==> src/sv/ffea_ram.sv <==
`timescale 1ns / 1ps
// Generic simple dual-port RAM: one write port, one read port with registered data.
// No dependencies.
module ffea_ram #(
    parameter int WIDTH = 8,
    parameter int DEPTH = 16
) (
    input  logic                     i_clk,
    input  logic                     i_we,
    input  logic [$clog2(DEPTH)-1:0] i_waddr,
    input  logic [WIDTH-1:0]         i_wdata,
    input  logic [$clog2(DEPTH)-1:0] i_raddr,
    output logic [WIDTH-1:0]         o_rdata
);
    logic [WIDTH-1:0] r_mem [DEPTH];

    always_ff @(posedge i_clk) begin
        if (i_we) begin
            r_mem[i_waddr] <= i_wdata;
        end
        o_rdata <= r_mem[i_raddr];
    end
endmodule

==> config.mk <==
export PLATFORM = sky130hd
export DESIGN_NAME = ffea_ram
export DESIGN_NICKNAME = d
export VERILOG_FILES = /design/src/sv/ffea_ram.sv
export SDC_FILE = /design/constraint.sdc
export NUM_CORES = 1
export LEC_CHECK = 0
export BUFFER_PORTS_ARGS = -buffer_cell sky130_fd_sc_hd__buf_2
export CAP_MARGIN = 20
export CORE_MARGIN = 3
export CORE_UTILIZATION = 40
export CTS_CLUSTER_SIZE = 8
export DETAILED_ROUTE_END_ITERATION = 8
export SLEW_MARGIN = 30
export SYNTH_ARGS = -nofsm -noshare
export SYNTH_HDL_FRONTEND = slang
export SYNTH_SLANG_ARGS = --single-unit
==> constraint.sdc <==
create_clock -name i_clk -period 2.9 [get_ports i_clk]
set_clock_uncertainty 0.15 [all_clocks]
set_input_delay 0.29 -clock i_clk [delete_from_list [all_inputs] [get_ports i_clk]]
set_output_delay 0.29 -clock i_clk [all_outputs]
set_load 0.01 [all_outputs]
After elaboration in Yosys (flattened, before gate mapping)

Memories as Yosys holds them, arrays and structs flattened. A register that Yosys moved wholly into a read port is not among the register bits.
Cells that the tools add are included.
Widths: inputs -> output; s select.

Muxes and demuxes: 2

Operator list:

| cell   | number |
|---|---|
| $mux 1 | 2 |

Register bits after elaboration: 0
Memory bits (writable): 128
Output and inout bits: 8
Logic and storage cells: 3
Memories kept: 1

Memory list:

| memory | depth | width | read ports | clocked after Yosys merged registers in | write ports | RTL line | text |
|---|---|---|---|---|---|---|---|
| r_mem  | 16    | 8     | 1          | 1                                       | 1           | 15       | `logic [WIDTH-1:0] r_mem [DEPTH];` |

Logic depth before layout (Yosys ltp)

Depth after elaboration: 2
Mapped depth: 5

Worst setup path before layout

No wires, ideal clock.

Path type: in2reg
Start point: input port i_waddr[2]
End point: memory r_mem[0][0], enable pin
Library setup time: 383 ps
Arrival time: 1400 ps
Required time: 2367 ps
Slack: 967 ps
Stages on the path: 2
Cell sequence: or3b_2 > nor3_1

RTL lines:

| element     | RTL line | text |
|---|---|---|
| from (decl) | 10       | `input logic [$clog2(DEPTH)-1:0] i_waddr,` |
| to (decl)   | 15       |  |

No word-level cell before the write port.

==> impl_summary.log <==
[metrics] result of the run: finished clean
[metrics] CTS H-tree lvls: 4
[metrics] half-perimeter wire length after placement: 6.24 mm
[metrics] largest net degree at the start of global routing: 30
[metrics] area share of the largest cell type after synthesis: 74.7%
[metrics] Iteration-0 DRC Markers: 239
[metrics] DRC errors left: 0
[metrics] kind of capture point of the worst setup path: flip-flop
[metrics] maximum frequency from static timing analysis: 576 MHz
[metrics] Core Rows: 40
[metrics] count of warnings emitted by yosys: 0
[metrics] Nets: 294
[metrics] mean instance size in the synthesized netlist: 22.5 sq um
[metrics] gr ovfl total: 0
[metrics] CTS buffer count: 17
[metrics] count of hold buffers inserted by post-cts repair: 0
[metrics] fraction of layout cells with a size suffix above 1: 29.4%
[metrics] post-detailed-routing wire length: 9.73 mm
[metrics] critical path class: in -> reg
[metrics] antenna diode count: 0
[metrics] non-filler instance count after layout: 457
[metrics] gr usage total: 14.8%
[metrics] number of global-route vias before repair: 2,443
[metrics] cell count of the worst hold path: 1
[metrics] Worst VDD drop: 469 uV
[metrics] area delta synth->final: 19.0%
[metrics] Least-Margin Pin Slew: 915 ps
[metrics] CORE AREA: 0.0123 sq mm
[metrics] Clock Root Buffer: sky130_fd_sc_hd__clkbuf_16
[metrics] register area share after synthesis: 77.8%
[metrics] setup repair after global routing missed its margin: false
[metrics] P per Cell Area: 764 mW/mm^2
[metrics] synthesized netlist net count: 247
[metrics] horizontal extent of the die: 119 um
[metrics] via count: 2,369
[metrics] number of hold violations in the final report: 0
[metrics] max-slew violations: 0
[metrics] cell area after synthesis: 0.00515 sq mm
[metrics] relative slew slack: 38.8%
[metrics] count of maximum capacitance violations: 0
[metrics] wire length of the first global-routing pass: 15.2 mm
[metrics] Worst setup SP type: input pin
[metrics] Die ar.: 0.0143 sq mm
[metrics] number of iterations in the first detailed-routing pass: 4
[metrics] Final min period: 1740 ps
[metrics] Max clock buf depth: 2
[metrics] die height: 119 um
[metrics] part of the cycle the worst path needs: 59.9%
[metrics] register bit total from synthesis: 136
[metrics] synthesized instance count: 229
[metrics] path type of the worst min-delay path: in -> reg
[metrics] accumulated negative setup slack: 0 ps
[metrics] count of buffers inserted at the top-level ports: 25
[metrics] Min Hold Slack: 117 ps
[metrics] number of vias per cell after detailed routing: 5.18
[metrics] largest area contributor in the netlist: sky130_fd_sc_hd__edfxtp_1
[metrics] data arrival time at the worst-slack endpoint: 1880 ps
[metrics] initial antenna violation count: 0
[metrics] Sinks on Clock Net: 136
[metrics] top cells by area in the synthesized netlist: sky130_fd_sc_hd__edfxtp_1 75%, sky130_fd_sc_hd__mux4_2 7.9%, sky130_fd_sc_hd__mux4_1 7.1%
[metrics] WP data required: 3040 ps
[metrics] Initial Util: 41.8%
[metrics] Clock Pin Slew Worst Setup and Hold Paths: 60 ps
[metrics] global placement routability congestion: 0.728
[metrics] Synth cell types: 19
[metrics] IO Count: 26
[metrics] average wire length per cell after detail routing: 21.3 um
[metrics] leakage power: 2.06 nW
[metrics] remaining antenna violation count: 0
[metrics] worst-path maximum fanout: 15
[metrics] Final setup viols: 0
[metrics] number of cells traversed by the worst register-to-register path: 3
[metrics] Skew-Pair Late Insertion Delay: 410 ps
[metrics] number of gates resized after cts: 0
[metrics] clock tree from TritonCTS: yes
[metrics] total instance count after detailed placement: 425
[metrics] post-CTS setup buffer count: 0
-- cell families after synthesis --
| kind of cell | share of synthesized area (%) |
|---|---|
| flip-flops | 77.8 |
| AND/OR/NAND/NOR | 3.18 |
| multiplexers | 15.0 |
| AO/OA/AOI/OAI | 2.33 |
| buffers and inverters | 1.68 |
-- synthesized netlist by cell type, drive strengths merged --
cell type and count:
edfxtp 128, mux4 32, a22oi 16, nor2 13, nand2 9, dfxtp 8
buf 7, nor3 4, clkdlybuf4s25 3, nand2b 2, nand3b 2, and2 1
and2b 1, nand3 1, nor2b 1, or3b 1
-- stage by stage --
| step | setup WS, ps | utilization [%] | power, mW | instance area, sq um |
|---|---|---|---|---|
| floorplan | 967 | - | 2.37 | 5150 |
| global placement | 730 | 44.6 | 2.45 | 5490 |
| detailed placement | 691 | 44.6 | 2.45 | 5490 |
| CTS | 1130 | 49.8 | 4.72 | 6130 |
| global route | 1000 | 49.8 | 4.83 | 6130 |
| finish | 1160 | 49.8 | 4.68 | 6130 |
-- area by class of cell --
type | instances | area (sq um)
timing repair buffer | 38 | 223
clock inverter | 15 | 206
tap | 168 | 210
multi-input combinational | 83 | 1060
fill | 1012 | 6190
clock buffer | 17 | 425
sequential | 136 | 4000
-- state kept, by name, summed over array words and instances (netlist names) --
register,count
o_rdata,8
r_mem,128
-- worst max-delay path, stage by stage --
cell and delay [ps]:
sky130_fd_sc_hd__buf_2 390, sky130_fd_sc_hd__buf_4 330, sky130_fd_sc_hd__mux4_1 580, sky130_fd_sc_hd__a22oi_1 190, sky130_fd_sc_hd__nand2_1 80
-- cells in the final DEF (no fill, tap or decap), types with 2 or more instances in the layout --
cell                         instances
sky130_fd_sc_hd__nand2_1             9
sky130_fd_sc_hd__nand3b_1            2
sky130_fd_sc_hd__clkinv_1            4
sky130_fd_sc_hd__clkinvlp_4          3
sky130_fd_sc_hd__clkbuf_16          17
sky130_fd_sc_hd__buf_2              25
sky130_fd_sc_hd__nor2_1             13
sky130_fd_sc_hd__buf_4              13
sky130_fd_sc_hd__mux4_2             18
sky130_fd_sc_hd__a22oi_1            16
sky130_fd_sc_hd__clkinv_2            2
sky130_fd_sc_hd__nor3_1              4
sky130_fd_sc_hd__edfxtp_1          128
sky130_fd_sc_hd__dfxtp_1             8
sky130_fd_sc_hd__nand2b_1            2
sky130_fd_sc_hd__bufinv_16           5
sky130_fd_sc_hd__mux4_1             14
-- per-layer routing --
layer  vias up  wire, um  track usage (%)
li1       1067         -                -
met1      1228      4340             19.5
met2        61      4820             23.0
met3        13       406             4.27
met4         0       169             6.66
met5         -         0                0
-- path summary, 6_finish.rpt --
kind                     start           to  slack [ps]
setup reg to reg   r_mem[5][1]   o_rdata[1]        1360
hold reg to reg   r_mem[14][7]   o_rdata[7]         520
hold / removal      i_wdata[5]  r_mem[7][5]         120
setup / recovery    i_raddr[0]   o_rdata[4]        1160
-- power breakdown --
group / total, mW / switching (mW) / internal, mW
Clock: 2.27 / 0.763 / 1.51
Combinational: 0.198 / 0.115 / 0.0833
Sequential: 2.21 / 0.0129 / 2.20
Total: 4.68 / 0.890 / 3.79
No activity file was read; power rests on OpenSTA's default activity.
