===== config.mk =====
export PLATFORM = sky130hd
export DESIGN_NAME = ffea_slot_scan
export DESIGN_NICKNAME = d
export VERILOG_FILES = /design/src/sv/ffea_pkg.sv /design/src/sv/ffea_slot_scan.sv
export SDC_FILE = /design/constraint.sdc
export NUM_CORES = 1
export LEC_CHECK = 0
export ABC_AREA = 1
export BUFFER_PORTS_ARGS = -buffer_cell sky130_fd_sc_hd__buf_2
export CAP_MARGIN = 0
export CELL_PAD_IN_SITES_DETAIL_PLACEMENT = 1
export CELL_PAD_IN_SITES_GLOBAL_PLACEMENT = 2
export CORE_ASPECT_RATIO = 0.7
export CORE_MARGIN = 2
export CORE_UTILIZATION = 21
export DETAILED_ROUTE_END_ITERATION = 6
export PLACE_DENSITY_LB_ADDON = 0.25
export SETUP_SLACK_MARGIN = 0.5
export SLEW_MARGIN = 10
export SYNTH_ARGS = -nofsm -noshare
export SYNTH_HDL_FRONTEND = slang
export SYNTH_SLANG_ARGS = --single-unit

===== constraint.sdc =====
create_clock -name i_clk -period 2.75 [get_ports i_clk]
set_clock_uncertainty 0.15 [all_clocks]
set_input_delay 0.55 -clock i_clk [delete_from_list [all_inputs] [get_ports i_clk]]
set_output_delay 0.55 -clock i_clk [all_outputs]
set_load 0.01 [all_outputs]

===== src/sv/ffea_pkg.sv =====
`timescale 1ns / 1ps
// Shared types, constants and codes for the first-fit extent allocator.
// Used by the interfaces, the free slot scanner and the top level.
package ffea_pkg;

    localparam int MAX_EXTENTS = 64;
    localparam int NUM_POOLS   = 2;
    localparam int PAGE_BYTES  = 4096;

    localparam int ADDR_W   = 48;
    localparam int PAGES_W  = 20;
    localparam int KIND_W   = 3;
    localparam int MODE_W   = 2;
    localparam int STAT_W   = 2;
    localparam int POOL_W   = 1;
    localparam int SLOT_W   = $clog2(MAX_EXTENTS);
    localparam int LINK_W   = SLOT_W + 1;
    localparam int STEP_W   = $clog2(MAX_EXTENTS + 1);
    localparam int PAGE_SHIFT = $clog2(PAGE_BYTES);

    localparam int SCAN_LANES = 8;
    localparam int SCAN_GRPS  = (MAX_EXTENTS + SCAN_LANES - 1) / SCAN_LANES;
    localparam int SCAN_GRP_W = (SCAN_GRPS > 1) ? $clog2(SCAN_GRPS) : 1;

    localparam logic [LINK_W-1:0] LINK_NIL = LINK_W'(MAX_EXTENTS);
    localparam logic [KIND_W-1:0] KIND_USABLE = KIND_W'(1);

    localparam logic [MODE_W-1:0] MODE_ALLOC = 2'd0;
    localparam logic [MODE_W-1:0] MODE_FREE  = 2'd1;
    localparam logic [MODE_W-1:0] MODE_LOAD  = 2'd2;
    localparam logic [MODE_W-1:0] MODE_NOP   = 2'd3;

    localparam logic [STAT_W-1:0] ST_OK    = 2'd0;
    localparam logic [STAT_W-1:0] ST_NOFIT = 2'd1;
    localparam logic [STAT_W-1:0] ST_FULL  = 2'd2;

    typedef struct packed {
        logic [ADDR_W-1:0] base;
        logic [ADDR_W-1:0] len;
        logic [KIND_W-1:0] kind;
        logic [LINK_W-1:0] link;
    } t_extent;

    localparam int EXT_W = $bits(t_extent);

    typedef struct packed {
        logic              done;
        logic              found;
        logic [SLOT_W-1:0] slot;
    } t_scan_rsp;

endpackage


===== src/sv/ffea_slot_scan.sv =====
`timescale 1ns / 1ps
// Finds the lowest free slot, one group of slots per cycle.
// Depends on ffea_pkg.
module ffea_slot_scan (
    input  logic                                   i_clk,
    input  logic                                   i_rst_n,
    input  logic                                   i_start,
    input  logic [ffea_pkg::MAX_EXTENTS-1:0]        i_in_use,
    output ffea_pkg::t_scan_rsp                     o_rsp
);
    import ffea_pkg::*;

    logic                              r_busy;
    logic                              n_busy;
    logic [SCAN_GRP_W-1:0]             r_grp;
    logic [SCAN_GRP_W-1:0]             n_grp;
    logic [SCAN_GRPS*SCAN_LANES-1:0]   w_free;
    logic [SCAN_LANES-1:0]             w_lanes;
    logic                              w_hit;
    logic [$clog2(SCAN_LANES)-1:0]     w_lane;
    logic                              w_last;

    always_comb begin
        w_free = '0;
        w_free[MAX_EXTENTS-1:0] = ~i_in_use;
        w_lanes = w_free[r_grp*SCAN_LANES +: SCAN_LANES];
        w_hit = 1'b0;
        w_lane = '0;
        for (int b = SCAN_LANES - 1; b >= 0; b--) begin
            if (w_lanes[b]) begin
                w_hit = 1'b1;
                w_lane = ($clog2(SCAN_LANES))'(b);
            end
        end
        w_last = (int'(r_grp) == SCAN_GRPS - 1);
        o_rsp.done  = r_busy && (w_hit || w_last);
        o_rsp.found = r_busy && w_hit;
        o_rsp.slot  = SLOT_W'(int'(r_grp) * SCAN_LANES + int'(w_lane));
        n_busy = r_busy;
        n_grp  = r_grp;
        if (i_start) begin
            n_busy = 1'b1;
            n_grp  = '0;
        end else if (r_busy) begin
            if (w_hit || w_last) begin
                n_busy = 1'b0;
            end else begin
                n_grp = r_grp + 1'b1;
            end
        end
    end

    always_ff @(posedge i_clk) begin
        if (!i_rst_n) begin
            r_busy <= 1'b0;
            r_grp  <= '0;
        end else begin
            r_busy <= n_busy;
            r_grp  <= n_grp;
        end
    end
endmodule


# == Yosys cells after proc, flatten, opt, wreduce, memory -nomap -nowiden ==
# Index checks and enable logic that the tools add are counted.
# classes
n_addsub,2
eq_ne,1
n_shift,1
mux,19
bitwise_logic,3
reduce_logical,5
# ops
op,n
inverter 64 bit,1
indexed part select 64 x 7 -> 8 bit,1
2-to-1 mux 3 bit,8
2-to-1 mux 1 bit,11
adder 6 x 3 -> 6 bit,1
adder 3 x 1 -> 3 bit (second input constant),1
== test 3 x 1 -> 1 bit (second input constant),1
logical AND 1 bit,2
inverter 1 bit,2
AND reduction 2 bit,1
OR reduction 2 bit,1
logical OR 1 bit,1
# word_totals
regBits,4
in_bits,67
out_inout_bits,8
word_cells,33

# == Longest topological paths before layout ==
# Gate-level depths: netlist of run 1.
# logic_depth
word_depth,14
ltp_mapped,15

# == Worst setup path before layout of run 1 ==
# Ideal clock, no wire load.
# synth_timing
path_kind,register to output
from,register r_grp[0]
to,output o_rsp[0] (netlist bit)
arrival_ps,1469
path_slack_ps,581
stages_incl_launch_ff,13
n_path_buf,2
cell_sequence,dfxtp_1 -> buf_6 -> inv_8 -> buf_12 -> nand2_2 -> nand3_2 -> nand2_1 -> nand2_1 -> nand2_2 -> a21oi_1 -> o21ai_0 -> nand2_1 -> a21oi_1
# synth_lines
item,line,rtl
from (decl),ffea_slot_scan.sv:15,logic [SCAN_GRP_W-1:0] r_grp;
from (signal assigned),ffea_slot_scan.sv:59,r_grp <= n_grp;
to (decl),ffea_slot_scan.sv:9,output ffea_pkg::t_scan_rsp o_rsp

==> results.sh, run 1 <==
export IMPL_status="finished clean"
export IMPL_grt_max_degree=33
export IMPL_finalCriticalPeriod_ns=2.53
export IMPL_drv_slew=0
export IMPL_dieArea_sq_mm=0.00683
export IMPL_clkTransAtPathRegs_ns=0.03
export IMPL_syn_to_final_growth_pct=68.3
export IMPL_worst_ep_required_time_ns=2.05
export IMPL_routed_wl_um=5410
export IMPL_io_pins=75
export IMPL_critPathBufInv=3
export IMPL_synth_seq_area_share=0.0617
export IMPL_cts_root_buf="clkbuf_8"
export IMPL_critPathLaunchType="flop"
export IMPL_setup_violations=0
export IMPL_dr_first_iter_drc_count=52
export IMPL_syn_inst=257
export IMPL_holdBufCountCts=0
export IMPL_final_common_cell="nand2_1"
export IMPL_leakage_nw=1.21
export IMPL_report_final_hold_viol_count=0
export IMPL_worstPathMaxFanout=8
export IMPL_port_buffers=74
export IMPL_syn_num_nets=326
export IMPL_fmax_mhz=395
export IMPL_clock_path_buffers=2
export IMPL_r2r_setup_slack_ns=0.85
export IMPL_post_dp_cell_area_sq_mm=0.00165
export IMPL_slew_headroom=0.844
export IMPL_n_antenna_cell=0
export IMPL_drive_above_1_share=0.507
export IMPL_tns_ns=0
export IMPL_dr_pass1_iters=4
export IMPL_fin_area_sq_mm=0.00218
export IMPL_ant_nets=0
export IMPL_r2r_cells=11
export IMPL_overflow=0
export IMPL_clock_latency_ns=0.22
export IMPL_worstReg2RegEnd="r_grp[2]"
export IMPL_hold_depth=2
export IMPL_viasPerCell=4.28
export IMPL_crit_type="reg -> out"
export IMPL_worstSetupEndpointType="output pin"
export IMPL_synth_yosys_warnings=0
export IMPL_fin_crit_sh=0.921
export IMPL_cts_htree_levels=1
export IMPL_final_cells=422
export IMPL_hp_start="r_grp[2]"
export IMPL_timing_rr_start="r_grp[0]"
export IMPL_ys_seq_elements=4
export IMPL_nNetsFinal=418
export IMPL_max_vdd_ir_drop_uv=72.5
export IMPL_cts_tree="done"
export IMPL_cts_inserted_buffers=3
export IMPL_num_rows=23
export IMPL_slowest_delay_ns=0.38
export IMPL_worst_ep_arrival_time_ns=1.83
export IMPL_first_global_vias=1722
export IMPL_grtUsageTotal=0.134
export IMPL_vias=1807
export IMPL_place_congestion=0.738
export IMPL_synth_distinct_cells=22
export IMPL_cpMaxStageDelayCell="dfxtp_4"
export IMPL_drc_errors=0
export IMPL_clkSinkCount=4
export IMPL_p_total_w=0.000328
export IMPL_maxCapViolCount=0
export IMPL_core_sq_mm=0.00584
export IMPL_path_cells="buf_12 -> clkinv_16 -> nand2_1 -> nand3_2 -> nand2_2 -> nand2_2 -> nand2_4 -> a21oi_2 -> o21ai_1 -> nand2_1 -> a21oi_2 -> buf_2"
export IMPL_layout_common_cells="nand2_1 (89), buf_2 (75), inv_1 (37), nand2_2 (30), nand3_1 (25)"
export IMPL_place_hpwl_um=3720
export IMPL_routedWlPerCell_um=12.8
export IMPL_worst_pin_slew_ns=0.234
export IMPL_die_x_um=98.0
export IMPL_grt_antenna_before_repair=0
export IMPL_critical_path_top_delay_family="simple AND/OR/NAND/NOR gates"
export IMPL_hold_path_end="r_grp[2]"
export IMPL_start_util=0.222
export IMPL_grt_pass1_wl_um=7830
export IMPL_dieHeight_um=69.8
export IMPL_synth_area_sq_mm=0.00130
export IMPL_hold_path_class="reg -> reg"
export IMPL_avgSynthCellArea_sq_um=5.05
export IMPL_dp_cells=399
export IMPL_cellPowerDensity_mw_per_mm2=150
export IMPL_rsz0062_at_grt="true"
-- layer usage --
layer | wire length, um | up-vias | global-route usage
met1 | 2740 | 801 | 0.190
met2 | 2400 | 48 | 0.215
met3 | 241 | 2 | 0.0232
met5 | 0 | - | 0
met4 | 25 | 0 | 0.0231
li1 | - | 956 | -
-- cells by family after synthesis --
kind of cell	after synthesis	share of synthesized area
AND/OR/NAND/NOR	190	0.647
buffers and inverters	55	0.246
flip-flops	4	0.0617
adder cells (fa/ha/maj)	2	0.0193
AO/OA/AOI/OAI	6	0.0260
-- synthesized netlist by cell type --
| cell type | count | area, sq um |
|---|---|---|
| nand2_1 | 115 | 432 |
| inv_1 | 39 | 146 |
| nand3_1 | 38 | 190 |
| nor2_1 | 15 | 56.3 |
| nand2_2 | 10 | 62.6 |
| buf_6 | 8 | 90.1 |
| nand3_2 | 5 | 50.1 |
| dfxtp_1 | 4 | 80.1 |
| a21oi_1 | 3 | 15.0 |
| nand4_1 | 3 | 18.8 |
| nor2_2 | 3 | 18.8 |
| buf_4 | 2 | 15.0 |
| ha_1 | 2 | 25.0 |
| inv_2 | 2 | 7.51 |
| buf_12 | 1 | 20.0 |
| buf_8 | 1 | 15.0 |
| clkbuf_8 | 1 | 13.8 |
| inv_8 | 1 | 11.3 |
| nor2_4 | 1 | 11.3 |
| o21ai_0 | 1 | 5.00 |
| o21ai_1 | 1 | 5.00 |
| o21ai_2 | 1 | 8.76 |
-- cell type report --
cell class | instances | area (sq um)
Clock buffer | 3 | 41.3
Multi-Input combinational cell | 198 | 1110
Timing Repair Buffer | 97 | 608
Sequential cell | 4 | 86.3
Timing Repair inverter | 3 | 57.6
Tap cell | 75 | 93.8
Fill cell | 809 | 3660
Inverter | 42 | 190
-- registers in the layout, summed over array words and instances (netlist names) --
| name | count |
|---|---|
| r_busy | 1 |
| r_grp | 3 |
-- per-stage QoR --
step / util / hold slack [ns] / setup slack, ns
4_1_cts: 0.305 / 0.394 / 0.290
2_1_floorplan: - / 0.387 / 0.581
3_3_place_gp: 0.283 / 0.388 / 0.392
5_1_grt: 0.374 / 0.442 / 0.116
6_report: 0.374 / 0.391 / 0.217
3_5_place_dp: 0.283 / 0.397 / 0.325
-- worst min-delay path, stage by stage, from the launching register on --
cell,delay (ns)
dfxtp_2,0.35
nor2_1,0.10
nor2_1,0.05
-- timing repair --
action                                  4_1_cts  5_1_grt
setup buffers                                 5       11
cloned                                        0        4
endpoints found under the setup margin        5        5
hold endpoints to repair                      0        0
gates resized for setup                      17       68
pin swaps                                     0       31
-- worst max-delay path by stage --
| stage | from | endpoint | slack, ns | cells past startpoint |
|---|---|---|---|---|
| floorplan | r_grp[0] | o_rsp[0] | 0.58 | 12 |
| global placement | r_grp[0] | o_rsp[6] | 0.39 | 11 |
| detailed placement | r_grp[0] | o_rsp[0] | 0.32 | 12 |
| CTS | r_grp[0] | o_rsp[7] | 0.29 | 11 |
| global route | r_grp[0] | o_rsp[6] | 0.12 | 12 |
| finish | r_grp[0] | o_rsp[0] | 0.22 | 12 |
-- where the power goes --
part	total, W	switching [W]	internal [W]
combinational	0.000143	0.0000714	0.0000714
clock	0.000126	0.0000328	0.0000935
sequential	0.0000594	0.00000110	0.0000582
total	0.000328	0.000105	0.000223
No activity file was read; power rests on OpenSTA's default activity.
==> run 2, diff against run 1 <==
Settings changed: ABC_AREA 1 to default, CORE_UTILIZATION 21 to 23.
==> results.sh, run 2 <==
export IMPL_status="finished with violations"
export IMPL_violations="setup timing"
export IMPL_routed_top_layer="met3"
export IMPL_n_antenna_cell=0
export IMPL_overflow=0
export IMPL_synth_area_sq_um=980
export IMPL_largest_register="r_grp"
export IMPL_syn_inst=94
export IMPL_nNetsFinal=260
export IMPL_largest_register_ffs=3
export IMPL_layout_common_cells="buf_2 (72), buf_4 (14), mux4_2 (13), buf_6 (10)"
export IMPL_finalCriticalPeriod_ns=2.87
export IMPL_rsz0062_at_grt="true"
export IMPL_grtUsageTotal=0.155
export IMPL_cellPowerDensity_mw_per_mm2=169
export IMPL_yosysTopAreaCell="mux4_2"
export IMPL_critical_path_top_delay_family="simple AND/OR/NAND/NOR gates"
export IMPL_ys_seq_elements=4
export IMPL_dr_first_iter_drc_count=62
export IMPL_routedWlPerCell_um=16.6
export IMPL_drt_met1_wl_um=1820
export IMPL_worst_pin_slew_ns=0.533
export IMPL_holdBufCountCts=0
export IMPL_worst_ep_required_time_ns=2.05
export IMPL_clkSinkCount=4
export IMPL_cpMaxStageDelayCell="or4_4"
export IMPL_avgSynthCellArea_sq_um=10.4
export IMPL_path_cells="buf_6 -> buf_8 -> and3b_1 -> a31oi_1 -> a32o_2 -> or4_4 -> and2_4 -> buf_6"
export IMPL_routed_wl_um=4010
export IMPL_hold_path_class="in -> reg"
export IMPL_yosysMostFrequentCell="mux4_2"
export IMPL_synth_area_leaders="mux4_2 (21%), mux4_1 (19%), dfxtp_1 (8.2%)"
export IMPL_cts_tree="done"
export IMPL_route_met3_wl_um=216
export IMPL_yosysTopAreaCellShare=0.207
export IMPL_first_global_vias=1229
export IMPL_fmax_mhz=349
export IMPL_fin_crit_sh=1.04
export IMPL_syn_num_nets=163
export IMPL_grt_pass1_wl_um=5670
export IMPL_setup_violations=3
export IMPL_drive_above_1_share=0.741
export IMPL_top_regs="r_grp: 3 flops, r_busy: 1 flops"
export IMPL_io_pins=75
export IMPL_worstPathMaxFanout=7
export IMPL_worst_ep_arrival_time_ns=2.17
export IMPL_clock_path_buffers=2
export IMPL_drv_slew=0
export IMPL_leakage_nw=0.762
export IMPL_port_buffers=74
export IMPL_final_util=0.432
export IMPL_slew_headroom=0.641
export IMPL_synth_distinct_cells=37
export IMPL_grt_antenna_before_repair=0
export IMPL_cts_root_buf="clkbuf_8"
export IMPL_worstSetupEndpointType="output pin"
export IMPL_viasPerCell=5.05
export IMPL_core_sq_mm=0.00399
export IMPL_ant_nets=0
export IMPL_critPathBufInv=3
export IMPL_place_congestion=0.826
export IMPL_syn_to_final_growth_pct=76.1
export IMPL_place_hpwl_um=3040
export IMPL_r2r_setup_slack_ns=0.14
export IMPL_async_flop_share=0
export IMPL_num_rows=19
export IMPL_synth_edf_count=0
export IMPL_synth_seq_area_share=0.0817
export IMPL_final_common_cell="buf_2"
export IMPL_fin_area_sq_mm=0.00173
export IMPL_slowest_delay_ns=0.56
export IMPL_drc_errors=0
export IMPL_maxCapViolCount=0
export IMPL_post_dp_cell_area_sq_mm=0.00143
export IMPL_cts_htree_levels=1
export IMPL_grt_max_degree=14
export IMPL_cts_inserted_buffers=3
export IMPL_dieArea_sq_mm=0.00481
export IMPL_crit_type="reg -> out"
export IMPL_start_util=0.245
export IMPL_synth_common_cells="mux4_2 (9), a21oi_1 (7), mux4_1 (7)"
export IMPL_wl_met2_um=1970
export IMPL_die_x_um=82.0
export IMPL_dr_pass1_iters=4
export IMPL_vias=1218
export IMPL_clock_latency_ns=0.21
export IMPL_critPathLaunchType="flop"
export IMPL_clkTransAtPathRegs_ns=0.03
export IMPL_report_final_hold_viol_count=0
export IMPL_dominantRegCellSynth="dfxtp_1"
export IMPL_synth_yosys_warnings=0
export IMPL_max_vdd_ir_drop_uv=335
export IMPL_dieHeight_um=58.6
export IMPL_crit_path_frequent_cell="buf_6"
export IMPL_fin_ws_ns=-0.118
-- run 2: path summary, 6_finish.rpt --
kind         startpoint        to  cells after the start
max reg2reg    r_grp[2]  r_grp[0]                     10
min             i_start    r_busy                      2
max            r_grp[2]  o_rsp[6]                      8
min reg2reg      r_busy  r_grp[2]                      2
-- run 2: logic make-up after synthesis --
group	share of synthesized area
AOI/OAI and AO/OA	0.133
and+or+nand+nor	0.192
DFF	0.0817
buffers and inverters	0.0664
muxes	0.502
adders and majority gates	0.0255
-- run 2: through the flow --
stage	hold slack, ns	setup TNS (ns)	instances	setup slack [ns]	total power (W)
floorplan	0.346	0	94	0.288	0.000104
global placement	0.385	-0.00829	220	-0.00829	0.000161
detailed placement	0.404	-0.0266	220	-0.0266	0.000166
CTS	0.405	-0.248	228	-0.0921	0.000290
global route	0.400	-0.529	241	-0.182	0.000313
finish	0.402	-0.248	241	-0.118	0.000292
-- run 2: repair_timing --
action	CTS	global route
endpoints found under the setup margin	9	9
buffers inserted	5	13
pin swaps	3	12
resized for setup	11	24
-- run 2: routing by layer --
| layer | up-vias | GRT usage |
|---|---|---|
| met1 | 597 | 0.217 |
| li1 | 582 | - |
| met2 | 39 | 0.265 |
| met4 | 0 | 0.00714 |
| met5 | - | 0 |
| met3 | 0 | 0.0261 |
-- run 2: layout make-up --
class,count,area [sq um]
clock buffer,3,41.3
fill,496,2270
inverter,2,7.51
multi-input combinational,82,907
sequential,4,91.3
tap,52,65.1
timing repair buffer,98,613
-- run 2: power by group --
group	internal, W	switching [W]	leakage [nW]	total [W]
sequential	0.0000563	0.00000102	0.0349	0.0000574
clock	0.0000930	0.0000266	0.0216	0.000120
combinational	0.0000692	0.0000459	0.705	0.000115
-- run 2: worst register-to-register path, delay by kind of cell, from the launching register on --
kind                   cells  cell delay, ns
AOI/OAI and AO/OA          3            0.44
and+or+nand+nor            3            1.07
buffers and inverters      4            0.52
DFF                        1            0.36
